==> src/rtl/ntc_pkg.sv <==
// ----------------------------------------------------------------------------
// NTC conversion package
// Shared widths, status and register codes, and the thermistor curve table.
// ----------------------------------------------------------------------------
package ntc_pkg;

    localparam int ADC_W      = 10;
    localparam int TEMP_W     = 8;
    localparam int STATUS_W   = 2;
    localparam int CFG_IDX_W  = 2;
    localparam int CFG_DATA_W = 10;

    // Entries of the curve that the lookup uses, clamped to at least two and to what the table holds.
    localparam int TABLE_ENTRIES = 36;
    localparam int CURVE_HELD    = 36;
    localparam int CURVE_USED    = (TABLE_ENTRIES > CURVE_HELD) ? CURVE_HELD :
                                   (TABLE_ENTRIES < 2) ? 2 : TABLE_ENTRIES;
    localparam int SEG_W         = $clog2(CURVE_USED);

    localparam int FIRST_TEMP = -50;
    localparam int STEP_TEMP  = 5;
    localparam int ADC_FULL   = 1023;

    // Working width for temperature sums before they are cut to TEMP_W.
    localparam int TEMP_CALC_W = 10;

    localparam logic [TEMP_W-1:0] TEMP_BELOW = TEMP_W'(FIRST_TEMP - 1);
    localparam logic [TEMP_W-1:0] TEMP_ABOVE =
        TEMP_W'(FIRST_TEMP + STEP_TEMP * (CURVE_USED - 1) + 1);

    localparam logic [ADC_W-1:0] SHORT_LIMIT_RESET = 10'd8;
    localparam logic [ADC_W-1:0] OPEN_LIMIT_RESET  = 10'd1016;

    typedef enum logic [STATUS_W-1:0] {
        STATUS_OK    = 2'd0,
        STATUS_SHORT = 2'd1,
        STATUS_OPEN  = 2'd2
    } status_t;

    typedef enum logic [CFG_IDX_W-1:0] {
        REG_SHORT_LIMIT = 2'd0,
        REG_OPEN_LIMIT  = 2'd1
    } reg_index_t;

    // Inverted divider reading at each 5 degree point, from -50 C upward.
    localparam logic [ADC_W-1:0] NTC_CURVE [CURVE_HELD] = '{
        10'd26,  10'd34,  10'd46,  10'd60,  10'd77,  10'd98,  10'd124, 10'd153,
        10'd187, 10'd226, 10'd268, 10'd314, 10'd362, 10'd412, 10'd462, 10'd512,
        10'd560, 10'd606, 10'd650, 10'd690, 10'd727, 10'd760, 10'd790, 10'd817,
        10'd841, 10'd862, 10'd881, 10'd897, 10'd912, 10'd925, 10'd936, 10'd945,
        10'd954, 10'd961, 10'd968, 10'd974
    };

    // Curve point lookup; an index past the used entries returns the last one.
    function automatic logic [ADC_W-1:0] curve_at(input logic [SEG_W-1:0] idx);
        logic [ADC_W-1:0] point;
        point = NTC_CURVE[CURVE_USED-1];
        if (int'(idx) < CURVE_USED)
        begin
            point = NTC_CURVE[idx];
        end
        return point;
    endfunction

endpackage

==> src/rtl/ntc_sample_if.sv <==
// ----------------------------------------------------------------------------
// NTC sample channel
// Valid/ready channel carrying one raw converter reading per beat.
// ----------------------------------------------------------------------------
interface ntc_sample_if
    import ntc_pkg::*;
();
    logic             valid;
    logic             ready;
    logic [ADC_W-1:0] adc_sample;

    modport source (output valid, output adc_sample, input ready);
    modport sink   (input valid, input adc_sample, output ready);
endinterface

==> src/rtl/ntc_result_if.sv <==
// ----------------------------------------------------------------------------
// NTC result channel
// Valid/ready channel carrying sensor status and temperature per beat.
// ----------------------------------------------------------------------------
interface ntc_result_if
    import ntc_pkg::*;
();
    logic                valid;
    logic                ready;
    logic [STATUS_W-1:0] sensor_status;
    logic [TEMP_W-1:0]   temperature_c;

    modport source (output valid, output sensor_status, output temperature_c, input ready);
    modport sink   (input valid, input sensor_status, input temperature_c, output ready);
endinterface

==> src/rtl/ntc_cfg_if.sv <==
// ----------------------------------------------------------------------------
// NTC configuration channel
// Valid/ready write channel carrying a register index and write data.
// ----------------------------------------------------------------------------
interface ntc_cfg_if
    import ntc_pkg::*;
();
    logic                  valid;
    logic                  ready;
    logic [CFG_IDX_W-1:0]  reg_index;
    logic [CFG_DATA_W-1:0] wdata;

    modport source (output valid, output reg_index, output wdata, input ready);
    modport sink   (input valid, input reg_index, input wdata, output ready);
endinterface

==> src/rtl/ntc_adc_to_temperature_unit.sv <==
// ----------------------------------------------------------------------------
// NTC ADC to temperature unit
// Converts a thermistor divider reading into a status and a temperature in
// degrees C by a piecewise-linear lookup over a constant curve.
// ----------------------------------------------------------------------------
//
//  Channel | Direction | Payload                        | Beat
//  --------+-----------+--------------------------------+-----------------------
//  sample  | in        | adc_sample[9:0]                | one reading
//  result  | out       | sensor_status[1:0], temp[7:0]  | one result per reading
//  cfg     | in        | reg_index[1:0], wdata[9:0]     | one register write
//
// The unit is a four stage pipeline and takes one beat per cycle unless a
// held output backs up into stage 1; results leave from the stage 4 register.
// Stage 1 checks the fault limits and inverts the reading, stage 2 compares
// it against every curve point in parallel, stage 3 fetches the enclosing
// points and scales the offset, and stage 4 runs a three step divider and is
// the output register. Each stage moves when it is empty or when the stage
// after it moves, so bubbles close up and a held output does not stop input
// while an earlier stage is empty. Reset clears all stage valid bits and
// loads the limits with their defaults. The cfg channel is always ready.
//
module ntc_adc_to_temperature_unit
    import ntc_pkg::*;
(
    input  logic          clk,
    input  logic          rst_n,
    ntc_sample_if.sink    sample,
    ntc_result_if.source  result,
    ntc_cfg_if.sink       cfg
);

    localparam int NUM_W = ADC_W + 3;

    // Configuration registers.
    logic [ADC_W-1:0] short_limit_reg;
    logic [ADC_W-1:0] open_limit_reg;

    // Stage valid bits and their enables.
    logic s1_valid_reg, s2_valid_reg, s3_valid_reg, s4_valid_reg;
    logic s1_en, s2_en, s3_en, s4_en;

    // Stage 1: status and inverted reading.
    status_t          s1_status_reg, s1_status_next;
    logic [ADC_W-1:0] s1_inv_reg, s1_inv_next;

    // Stage 2: curve segment and out of range flags.
    status_t          s2_status_reg;
    logic [ADC_W-1:0] s2_inv_reg;
    logic [SEG_W-1:0] s2_seg_reg, s2_seg_next;
    logic             s2_below_reg, s2_below_next;
    logic             s2_above_reg, s2_above_next;

    // Stage 3: scaled offset, segment span and segment base temperature.
    status_t                s3_status_reg;
    logic                   s3_below_reg, s3_above_reg;
    logic [NUM_W-1:0]       s3_num_reg, s3_num_next;
    logic [ADC_W-1:0]       s3_span_reg, s3_span_next;
    logic [TEMP_CALC_W-1:0] s3_base_reg, s3_base_next;

    // Stage 4: output register.
    status_t           s4_status_reg, s4_status_next;
    logic [TEMP_W-1:0] s4_temp_reg, s4_temp_next;

    // ------------------------------------------------------------------
    // Flow control: a stage loads when it is empty or its successor loads.
    // ------------------------------------------------------------------
    assign s4_en = !s4_valid_reg || result.ready;
    assign s3_en = !s3_valid_reg || s4_en;
    assign s2_en = !s2_valid_reg || s3_en;
    assign s1_en = !s1_valid_reg || s2_en;

    assign sample.ready = s1_en;
    assign cfg.ready    = 1'b1;

    assign result.valid         = s4_valid_reg;
    assign result.sensor_status = s4_status_reg;
    assign result.temperature_c = s4_temp_reg;

    // ------------------------------------------------------------------
    // Stage 1 logic: the short test comes first so it wins when the two
    // limits cross.
    // ------------------------------------------------------------------
    always_comb
    begin
        s1_status_next = STATUS_OK;
        if (sample.adc_sample < short_limit_reg)
        begin
            s1_status_next = STATUS_SHORT;
        end
        else if (sample.adc_sample > open_limit_reg)
        begin
            s1_status_next = STATUS_OPEN;
        end
        s1_inv_next = ADC_W'(ADC_FULL) - sample.adc_sample;
    end

    // ------------------------------------------------------------------
    // Stage 2 logic: the curve rises strictly, so the compares form a
    // thermometer code and the highest point passed names the segment.
    // ------------------------------------------------------------------
    always_comb
    begin
        s2_seg_next = '0;
        for (int j = 1; j < CURVE_USED; j++)
        begin
            if (s1_inv_reg >= NTC_CURVE[j])
            begin
                s2_seg_next = SEG_W'(j);
            end
        end
        s2_below_next = s1_inv_reg < NTC_CURVE[0];
        s2_above_next = s1_inv_reg >= NTC_CURVE[CURVE_USED-1];
    end

    // ------------------------------------------------------------------
    // Stage 3 logic: offset into the segment times five, the segment span,
    // and the temperature at the segment's lower point.
    // ------------------------------------------------------------------
    always_comb
    begin
        logic [ADC_W-1:0] lo;
        logic [ADC_W-1:0] hi;
        logic [ADC_W-1:0] diff;
        lo   = curve_at(s2_seg_reg);
        hi   = curve_at(s2_seg_reg + SEG_W'(1));
        diff = s2_inv_reg - lo;
        s3_num_next  = {1'b0, diff, 2'b00} + NUM_W'(diff);
        s3_span_next = hi - lo;
        s3_base_next = TEMP_CALC_W'(FIRST_TEMP)
                     + TEMP_CALC_W'({s2_seg_reg, 2'b00})
                     + TEMP_CALC_W'(s2_seg_reg);
    end

    // ------------------------------------------------------------------
    // Stage 4 logic: floor divide by the span. The offset lies below the
    // span, so the quotient is below five and three restoring steps do it.
    // ------------------------------------------------------------------
    always_comb
    begin
        logic [NUM_W-1:0]       rem;
        logic [NUM_W-1:0]       trial;
        logic [2:0]             frac;
        logic [TEMP_CALC_W-1:0] temp_sum;
        rem  = s3_num_reg;
        frac = '0;
        for (int b = 2; b >= 0; b--)
        begin
            trial = NUM_W'(s3_span_reg) << b;
            if (rem >= trial)
            begin
                rem     = rem - trial;
                frac[b] = 1'b1;
            end
        end
        temp_sum = s3_base_reg + TEMP_CALC_W'(frac);

        s4_status_next = s3_status_reg;
        if (s3_status_reg != STATUS_OK)
        begin
            s4_temp_next = '0;
        end
        else if (s3_below_reg)
        begin
            s4_temp_next = TEMP_BELOW;
        end
        else if (s3_above_reg)
        begin
            s4_temp_next = TEMP_ABOVE;
        end
        else
        begin
            s4_temp_next = temp_sum[TEMP_W-1:0];
        end
    end

    // ------------------------------------------------------------------
    // Control state: valid bits and configuration registers. Writes to an
    // index outside the register list are dropped.
    // ------------------------------------------------------------------
    always_ff @(posedge clk or negedge rst_n)
    begin
        if (!rst_n)
        begin
            s1_valid_reg    <= 1'b0;
            s2_valid_reg    <= 1'b0;
            s3_valid_reg    <= 1'b0;
            s4_valid_reg    <= 1'b0;
            short_limit_reg <= SHORT_LIMIT_RESET;
            open_limit_reg  <= OPEN_LIMIT_RESET;
        end
        else
        begin
            if (s1_en)
            begin
                s1_valid_reg <= sample.valid;
            end
            if (s2_en)
            begin
                s2_valid_reg <= s1_valid_reg;
            end
            if (s3_en)
            begin
                s3_valid_reg <= s2_valid_reg;
            end
            if (s4_en)
            begin
                s4_valid_reg <= s3_valid_reg;
            end
            if (cfg.valid)
            begin
                unique case (cfg.reg_index)
                    REG_SHORT_LIMIT: short_limit_reg <= cfg.wdata;
                    REG_OPEN_LIMIT:  open_limit_reg  <= cfg.wdata;
                    default:         ;
                endcase
            end
        end
    end

    // ------------------------------------------------------------------
    // Payload registers, loaded with their stage and never reset.
    // ------------------------------------------------------------------
    always_ff @(posedge clk)
    begin
        if (s1_en)
        begin
            s1_status_reg <= s1_status_next;
            s1_inv_reg    <= s1_inv_next;
        end
        if (s2_en)
        begin
            s2_status_reg <= s1_status_reg;
            s2_inv_reg    <= s1_inv_reg;
            s2_seg_reg    <= s2_seg_next;
            s2_below_reg  <= s2_below_next;
            s2_above_reg  <= s2_above_next;
        end
        if (s3_en)
        begin
            s3_status_reg <= s2_status_reg;
            s3_below_reg  <= s2_below_reg;
            s3_above_reg  <= s2_above_reg;
            s3_num_reg    <= s3_num_next;
            s3_span_reg   <= s3_span_next;
            s3_base_reg   <= s3_base_next;
        end
        if (s4_en)
        begin
            s4_status_reg <= s4_status_next;
            s4_temp_reg   <= s4_temp_next;
        end
    end

endmodule

==> src/flat_wrapper.sv <==
// flat-port wrapper written by rule: the top's interface ports become plain ports
module ntc_adc_to_temperature_unit_flat import ntc_pkg::*;
  (clk, rst_n, sample_valid, sample_adc_sample, sample_ready, result_valid, result_sensor_status, result_temperature_c, result_ready, cfg_valid, cfg_reg_index, cfg_wdata, cfg_ready);
  ntc_sample_if sample_i ();
  ntc_result_if result_i ();
  ntc_cfg_if cfg_i ();
  input  logic clk;
  input  logic rst_n;
  input wire logic [$bits(sample_i.valid)-1:0] sample_valid;
  input wire logic [$bits(sample_i.adc_sample)-1:0] sample_adc_sample;
  output wire logic [$bits(sample_i.ready)-1:0] sample_ready;
  output wire logic [$bits(result_i.valid)-1:0] result_valid;
  output wire logic [$bits(result_i.sensor_status)-1:0] result_sensor_status;
  output wire logic [$bits(result_i.temperature_c)-1:0] result_temperature_c;
  input wire logic [$bits(result_i.ready)-1:0] result_ready;
  input wire logic [$bits(cfg_i.valid)-1:0] cfg_valid;
  input wire logic [$bits(cfg_i.reg_index)-1:0] cfg_reg_index;
  input wire logic [$bits(cfg_i.wdata)-1:0] cfg_wdata;
  output wire logic [$bits(cfg_i.ready)-1:0] cfg_ready;
  assign sample_i.valid = sample_valid;
  assign sample_i.adc_sample = sample_adc_sample;
  assign sample_ready = sample_i.ready;
  assign result_valid = result_i.valid;
  assign result_sensor_status = result_i.sensor_status;
  assign result_temperature_c = result_i.temperature_c;
  assign result_i.ready = result_ready;
  assign cfg_i.valid = cfg_valid;
  assign cfg_i.reg_index = cfg_reg_index;
  assign cfg_i.wdata = cfg_wdata;
  assign cfg_ready = cfg_i.ready;
  ntc_adc_to_temperature_unit u_core (.clk(clk), .rst_n(rst_n), .sample(sample_i), .result(result_i), .cfg(cfg_i));
endmodule
==> config.mk <==
export PLATFORM = sky130hd
export DESIGN_NAME = ntc_adc_to_temperature_unit_flat
export DESIGN_NICKNAME = d
export VERILOG_FILES = /design/src/rtl/ntc_pkg.sv /design/src/rtl/ntc_sample_if.sv /design/src/rtl/ntc_result_if.sv /design/src/rtl/ntc_cfg_if.sv /design/src/rtl/ntc_adc_to_temperature_unit.sv /design/src/flat_wrapper.sv
export SDC_FILE = /design/constraint.sdc
export NUM_CORES = 1
export LEC_CHECK = 0
export BUFFER_PORTS_ARGS = -buffer_cell sky130_fd_sc_hd__buf_2
export CORE_AREA = 2 2 142 144
export CTS_CLUSTER_DIAMETER = 120
export DETAILED_ROUTE_END_ITERATION = 12
export DIE_AREA = 0 0 144 146
export SLEW_MARGIN = 25
export SYNTH_ARGS = -nofsm -noshare
export SYNTH_HDL_FRONTEND = slang
export SYNTH_SLANG_ARGS = --single-unit
==> constraint.sdc <==
create_clock -name clk -period 13.9 [get_ports clk]
set_input_delay 0.695 -clock clk [delete_from_list [all_inputs] [get_ports clk]]
set_output_delay 0.695 -clock clk [all_outputs]
set_load 0.005 [all_outputs]
==> summary.txt, run 1 <==
Outcome
  – Status: finished, final reports clean

Placed design
  – Post-DP HPWL: 14.8 mm
  – GPL Wtd Cong: 0.901
  – Port Buf Inserts: 38

Layout
  – Most frequent cells in the layout: ha_1, a21oi_1, inv_1, o21ai_0, edfxtp_1
  – Number of flip-flops in the largest register: 13
  – Number of fillers in the final layout: 1843
  – Area Overhead vs Synth: 8.36%
  – Most common cell after layout, fill and taps aside: ha_1
  – Layout Nets: 1101
  – Layout cells sized above 1: 11.4%

Die
  – Area of the die: 0.0210 sq mm
  – Initial Util: 44.6%
  – Die W: 144 microns
  – Core area: 0.0193 sq mm
  – Core Rows: 51
  – Die height: 146 microns
  – # IOs: 40

Critical path
  – Crit Path Class: flop to flop
  – Worst Setup End Kind: flop
  – CP max stage delay: 610 ps
  – Worst setup SP type: flop
  – CP max stage cell: nand4bb_2
  – Worst path required time: 14010 ps
  – CP arrival: 7450 ps
  – Crit path max fanout: 15

GRT
  – Total track usage: 18.7%
  – Total congestion overflow: 0
  – Vias in the first global route: 6302
  – Largest net degree at the start of global routing: 37
  – Initial antenna violation count: 2
  – First-pass GRT wire length: 31.6 mm

Clock tree
  – Clock Latency Late Sink: 350 ps
  – Clock Path Buffers: 2
  – Post-CTS setup buffer count: 0
  – CTS root buf: clkbuf_16
  – Clk slew on worst S/H paths: 80 ps
  – Post-CTS sizing: 0
  – Hold Buf Count CTS: 0
  – CTS Buf Count: 9
  – TritonCTS clock tree: done
  – Clk sinks: 101
  – Depth of the CTS H-tree: 3

Synthesis
  – Warnings, synthesis: 0
  – Cell area after synthesis: 0.00863 sq mm
  – Yosys top cell area share: 26.8%
  – Ys async rst share: 23.8%
  – Synth Flop Type: edfxtp_1
  – Yosys cell types: 74
  – Syn_nets: 1085
  – Synth area leader: edfxtp_1
  – Number of flops mapped to enable cells by yosys: 77
  – Seq cells post-synth: 101
  – Post-synthesis sequential area ratio: 33.9%
  – Largest cells by area after synthesis: edfxtp_1, ha_1, a21oi_1
  – Post-synthesis area per instance: 9.09 sq um
  – Post-Syn Instances: 950

Detailed routing
  – Drt drc: 0
  – Drt wl/cell: 15.7 microns
  – Antenna violation net count after detailed routing: 0
  – Via count: 6824
  – Detailed Route WL: 19.4 mm
  – Pre-antenna DRT Iters: 5
  – Iteration-0 DRC Markers: 660
  – Vias per cell: 5.51

Timing
  – Crit share post-route: 52.7%
  – Fmax: 0.136 GHz
  – Final Max Slew Viols: 0
  – Slew HR: 36.6%
  – Final TNS setup: 0 ps
  – Hold Vio Cnt, Final: 0
  – Worst-margin pin slew: 951 ps
  – RSZ-0062 raised after global routing: no
  – Layout Skew: 9.44 ps
  – Endpoints failing setup: 0
  – Final min period: 7330 ps

Run
  – Max-Cap Viols: 0

Hold path
  – Hold Path Class: input port to asynchronous set/reset pin
==> worst max-delay path: cells and delay by family, from the launching register on <==
kind                       cells  cell delay [ps]
xor gates and xnor gates       1              150
adders and majority gates      4             1130
and+or+nand+nor                7             1520
buffers and inverters          2              360
AOI/OAI and AO/OA             17             3200
DFF                            1              420
muxes                          1              330
==> final cells by class <==
class | count | area, sq um | area share, %
clock buffers | 9 | 225 | 2.41
well taps | 265 | 332 | 3.55
diodes | 2 | 5.00 | 0.0535
inverters | 84 | 315 | 3.37
multi-input cells | 726 | 5230 | 55.9
repair buffers | 44 | 235 | 2.52
clock inverters | 7 | 86.3 | 0.923
flip-flops and latches | 101 | 2920 | 31.3
==> cells in the mapped netlist (all sizes together) (6+ instances only) <==
cell      n
nor2     75
mux2     19
a21boi    7
o21ai    78
buf      11
nand3    19
xnor2    33
clkbuf   28
or2       9
o211ai   14
nand2    59
nor2b    14
or3       6
fa        7
o22ai     6
dfstp     8
nand4    10
nand2b   13
dfrtp    16
nor3     16
o21a     15
a21o     22
a31oi     8
edfxtp   77
xor2     20
nor4      6
ha      101
a21oi    91
inv      83
a211oi   13
==> logic make-up (layout without fill, tap and decap cells) <==
kind of cell	Yosys count	in the layout	synth area share, %
XOR/XNOR	53	53	5.38
AND/OR/NAND/NOR	243	243	13.5
adder cells (fa/ha/maj)	108	108	16.3
flip-flops	101	101	33.9
buffers and inverters	123	144	5.64
AO/OA/AOI/OAI	295	295	21.4
other	1	3	0.0434
multiplexers	26	26	3.90
==> worst paths after layout <==
| kind | start | endpoint | slack, ps | cells after the start |
|---|---|---|---|---|
| setup / recovery | u_core.s3_span_reg[1]$_DFFE_PP_ | u_core.result.temperature_c[7]$_SDFFCE_PP0P_ | 6570 | 32 |
| hold / removal | rst_n | u_core.open_limit_reg[2]$_DFFE_PN0P_ | 320 | 1 |
| setup reg to reg | u_core.s3_span_reg[1]$_DFFE_PP_ | u_core.result.temperature_c[7]$_SDFFCE_PP0P_ | 6570 | 32 |
| hold reg to reg | u_core.s2_status_reg[1]$_DFFE_PP_ | u_core.s3_status_reg[1]$_DFFE_PP_ | 420 | 0 |
| max in group asynchronous | rst_n | u_core.open_limit_reg[8]$_DFFE_PN1P_ | 13200 | 1 |
| min in group clk | u_core.s2_status_reg[1]$_DFFE_PP_ | u_core.s3_status_reg[1]$_DFFE_PP_ | 420 | 0 |
==> through the flow <==
| stage | util, % | hold WS [ps] | area [sq um] | setup WS (ps) | instances |
|---|---|---|---|---|---|
| after floorplan | - | 399 | 8630 | 7520 | 950 |
| after global placement | 46.7 | 405 | 9030 | 6680 | 1220 |
| after detailed placement | 46.7 | 405 | 9030 | 6530 | 1220 |
| after CTS | 48.3 | 325 | 9340 | 6480 | 1236 |
| after global routing | 48.3 | 346 | 9350 | 6000 | 1236 |
| final | 48.4 | 324 | 9350 | 6570 | 1238 |
==> metal layers <==
metal,GRT usage (%),vias to the layer above,part of all wire [%]
met5,0,-,0
met4,5.54,0,1.4
met3,3.06,21,3.4
met2,30.4,135,48
met1,25.5,3178,47
li1,-,3490,-
Power of run 1 is left out: the tool's default activity adds up to more than one toggle a clock period on the data nets, which glitch-free logic cannot reach.
==> inputs of run 2 (changes only) <==
==> constraint.sdc (replaced) <==
create_clock -name clk -period 6.6 [get_ports clk]
set_input_delay 0.33 -clock clk [delete_from_list [all_inputs] [get_ports clk]]
set_output_delay 0.33 -clock clk [all_outputs]
set_load 0.005 [all_outputs]
==> run 2 against run 1 <==
Register-to-register slack got worse by 6200 ps. Die area did not move. Design area rose by 2.4%. Largest cell class unchanged. Final cell count rose by 1.5%. Worst setup slack got worse by 6200 ps. Clock-buffer cell count did not move. Sequential share of layout area fell by 0.73 points. Highest routed layer unchanged. Hold slack got worse by 160 ps. Clock skew fell by 1.9 ps. Critical path type unchanged. Global-route usage rose by 0.94 points. Routed wire length rose by 3.1%.
==> summary.txt, run 2 (synthesis gave the netlist of run 1 again) <==
Outcome
  – Status: finished, final reports clean

Timing
  – Fmax: 0.160 GHz
  – Final TNS setup: 0 ps
  – Layout Skew: 7.52 ps
  – Endpoints failing setup: 0
  – Worst setup margin: 355 ps
  – Slew HR: 44.0%
  – Final Max Slew Viols: 0
  – Crit share post-route: 94.6%
  – Hold Vio Cnt, Final: 0
  – Final min period: 6250 ps
  – Worst-margin pin slew: 840 ps

Detailed routing
  – Detailed Route WL: 20.0 mm
  – Via count: 6935
  – Antenna violation net count after detailed routing: 0
  – Pre-antenna DRT Iters: 5
  – Drt wl/cell: 15.9 microns
  – Iteration-0 DRC Markers: 539
  – Vias per cell: 5.52
  – Drt drc: 0

Placed design
  – Post-DP HPWL: 15.4 mm
  – Pre-CTS setup slack: 55.1 ps
  – Port Buf Inserts: 38
  – GPL Wtd Cong: 0.906

GRT
  – Total congestion overflow: 0
  – First-pass GRT wire length: 33.1 mm
  – Initial antenna violation count: 1
  – Largest net degree at the start of global routing: 37
  – Global route hottest layer: met2
  – Total track usage: 19.6%
  – Met2 usage: 31.3%
  – Met1 Use GR: 27.5%
  – Vias in the first global route: 6572
  – Met3 Track Usage GR: 2.76%

Critical path
  – Worst Setup End Kind: flop
  – Worst setup SP type: flop
  – CP max stage delay: 400 ps
  – Buffers & Inverters on Critical Path: 2
  – CP dominant cell by count: ha_1
  – Worst path required time: 6720 ps
  – Crit path max fanout: 5
  – Crit Path Class: flop to flop
  – Crit path max-delay family: compound AO/OA/AOI/OAI gates
  – CP arrival: 6360 ps
  – CP max stage cell: edfxtp_1

Layout
  – Diodes inserted: 0
  – Number of flip-flops in the largest register: 13
  – Layout Nets: 1122
  – Most common cell after layout, fill and taps aside: ha_1
  – Layout cells sized above 1: 14.1%
  – Most frequent cells in the layout: ha_1, a21oi_1, inv_1, edfxtp_1, o21ai_0
  – Fin util: 49.5%
  – Area Overhead vs Synth: 11.0%

Die
  – Initial Util: 44.6%
  – Die W: 144 microns
  – # IOs: 40
  – Core area: 0.0193 sq mm
  – Die height: 146 microns
  – Core Rows: 51
  – Area of the die: 0.0210 sq mm

Clock tree
  – Clock Latency Late Sink: 350 ps
  – Clock Path Buffers: 2
  – Depth of the CTS H-tree: 3
  – Clk slew on worst S/H paths: 80 ps
  – CTS Buf Count: 9
  – CTS root buf: clkbuf_16
  – Clk sinks: 101
  – TritonCTS clock tree: done

Run
  – Max-Cap Viols: 0

Hold path
  – Hold Path Class: input port to flop
[run 2: stage by stage]
stage          hold WS (ps)  cell area, sq um  cells
2_1_floorplan          34.4              8630    950
3_3_place_gp            347              9170   1238
3_5_place_dp            360              9170   1238
4_1_cts                 145              9490   1255
5_1_grt                 167              9580   1257
6_report                162              9580   1257
[run 2: cell type report]
cell class | count | area, sq um
Inverter | 84 | 315
Tap cell | 265 | 332
Sequential cell | 101 | 2920
Multi-Input combinational cell | 726 | 5300
Fill cell | 1829 | 9760
Timing Repair Buffer | 65 | 399
Clock inverter | 7 | 86.3
Clock buffer | 9 | 225
[run 2: worst paths after layout]
path	from	to	slack, ps	cells after the start
max	u_core.s3_span_reg[1]$_DFFE_PP_	u_core.result.temperature_c[7]$_SDFFCE_PP0P_	350	30
min	sample_valid	u_core.s1_valid_reg$_DFFE_PN0P_	160	2
max reg2reg	u_core.s3_span_reg[1]$_DFFE_PP_	u_core.result.temperature_c[7]$_SDFFCE_PP0P_	350	30
min reg2reg	u_core.s2_status_reg[1]$_DFFE_PP_	u_core.s3_status_reg[1]$_DFFE_PP_	420	0
max in group asynchronous	rst_n	u_core.open_limit_reg[7]$_DFFE_PN1P_	5720	2
min in group asynchronous	rst_n	u_core.open_limit_reg[2]$_DFFE_PN0P_	490	2
[run 2: worst reg2reg max path, delay by kind of cell (launching register included)]
family | cells | cell delay (ps)
compound gates | 15 | 2770
simple gates | 6 | 860
flops | 1 | 400
xor+xnor | 1 | 140
mux | 2 | 550
buf+inv | 2 | 270
fa+ha+maj | 4 | 1010
[run 2: metal layers]
layer  part of all wire, %  vias to the layer above  routed length [microns]
met5                     0                        -                        0
met4                   1.9                        0                      386
li1                      -                     3531                        -
met1                    47                     3206                     9380
met3                   3.9                       29                      789
met2                    47                      169                     9420
[run 2: repair_timing]
item                                   in CTS  in global routing
hold buffers                                1                  0
endpoints found under the hold margin      16                  0
gates resized for setup                     0                 15
setup buffers                               0                  2
setup endpoints to repair                   0                  7
Power of run 2 is left out for the same reason.
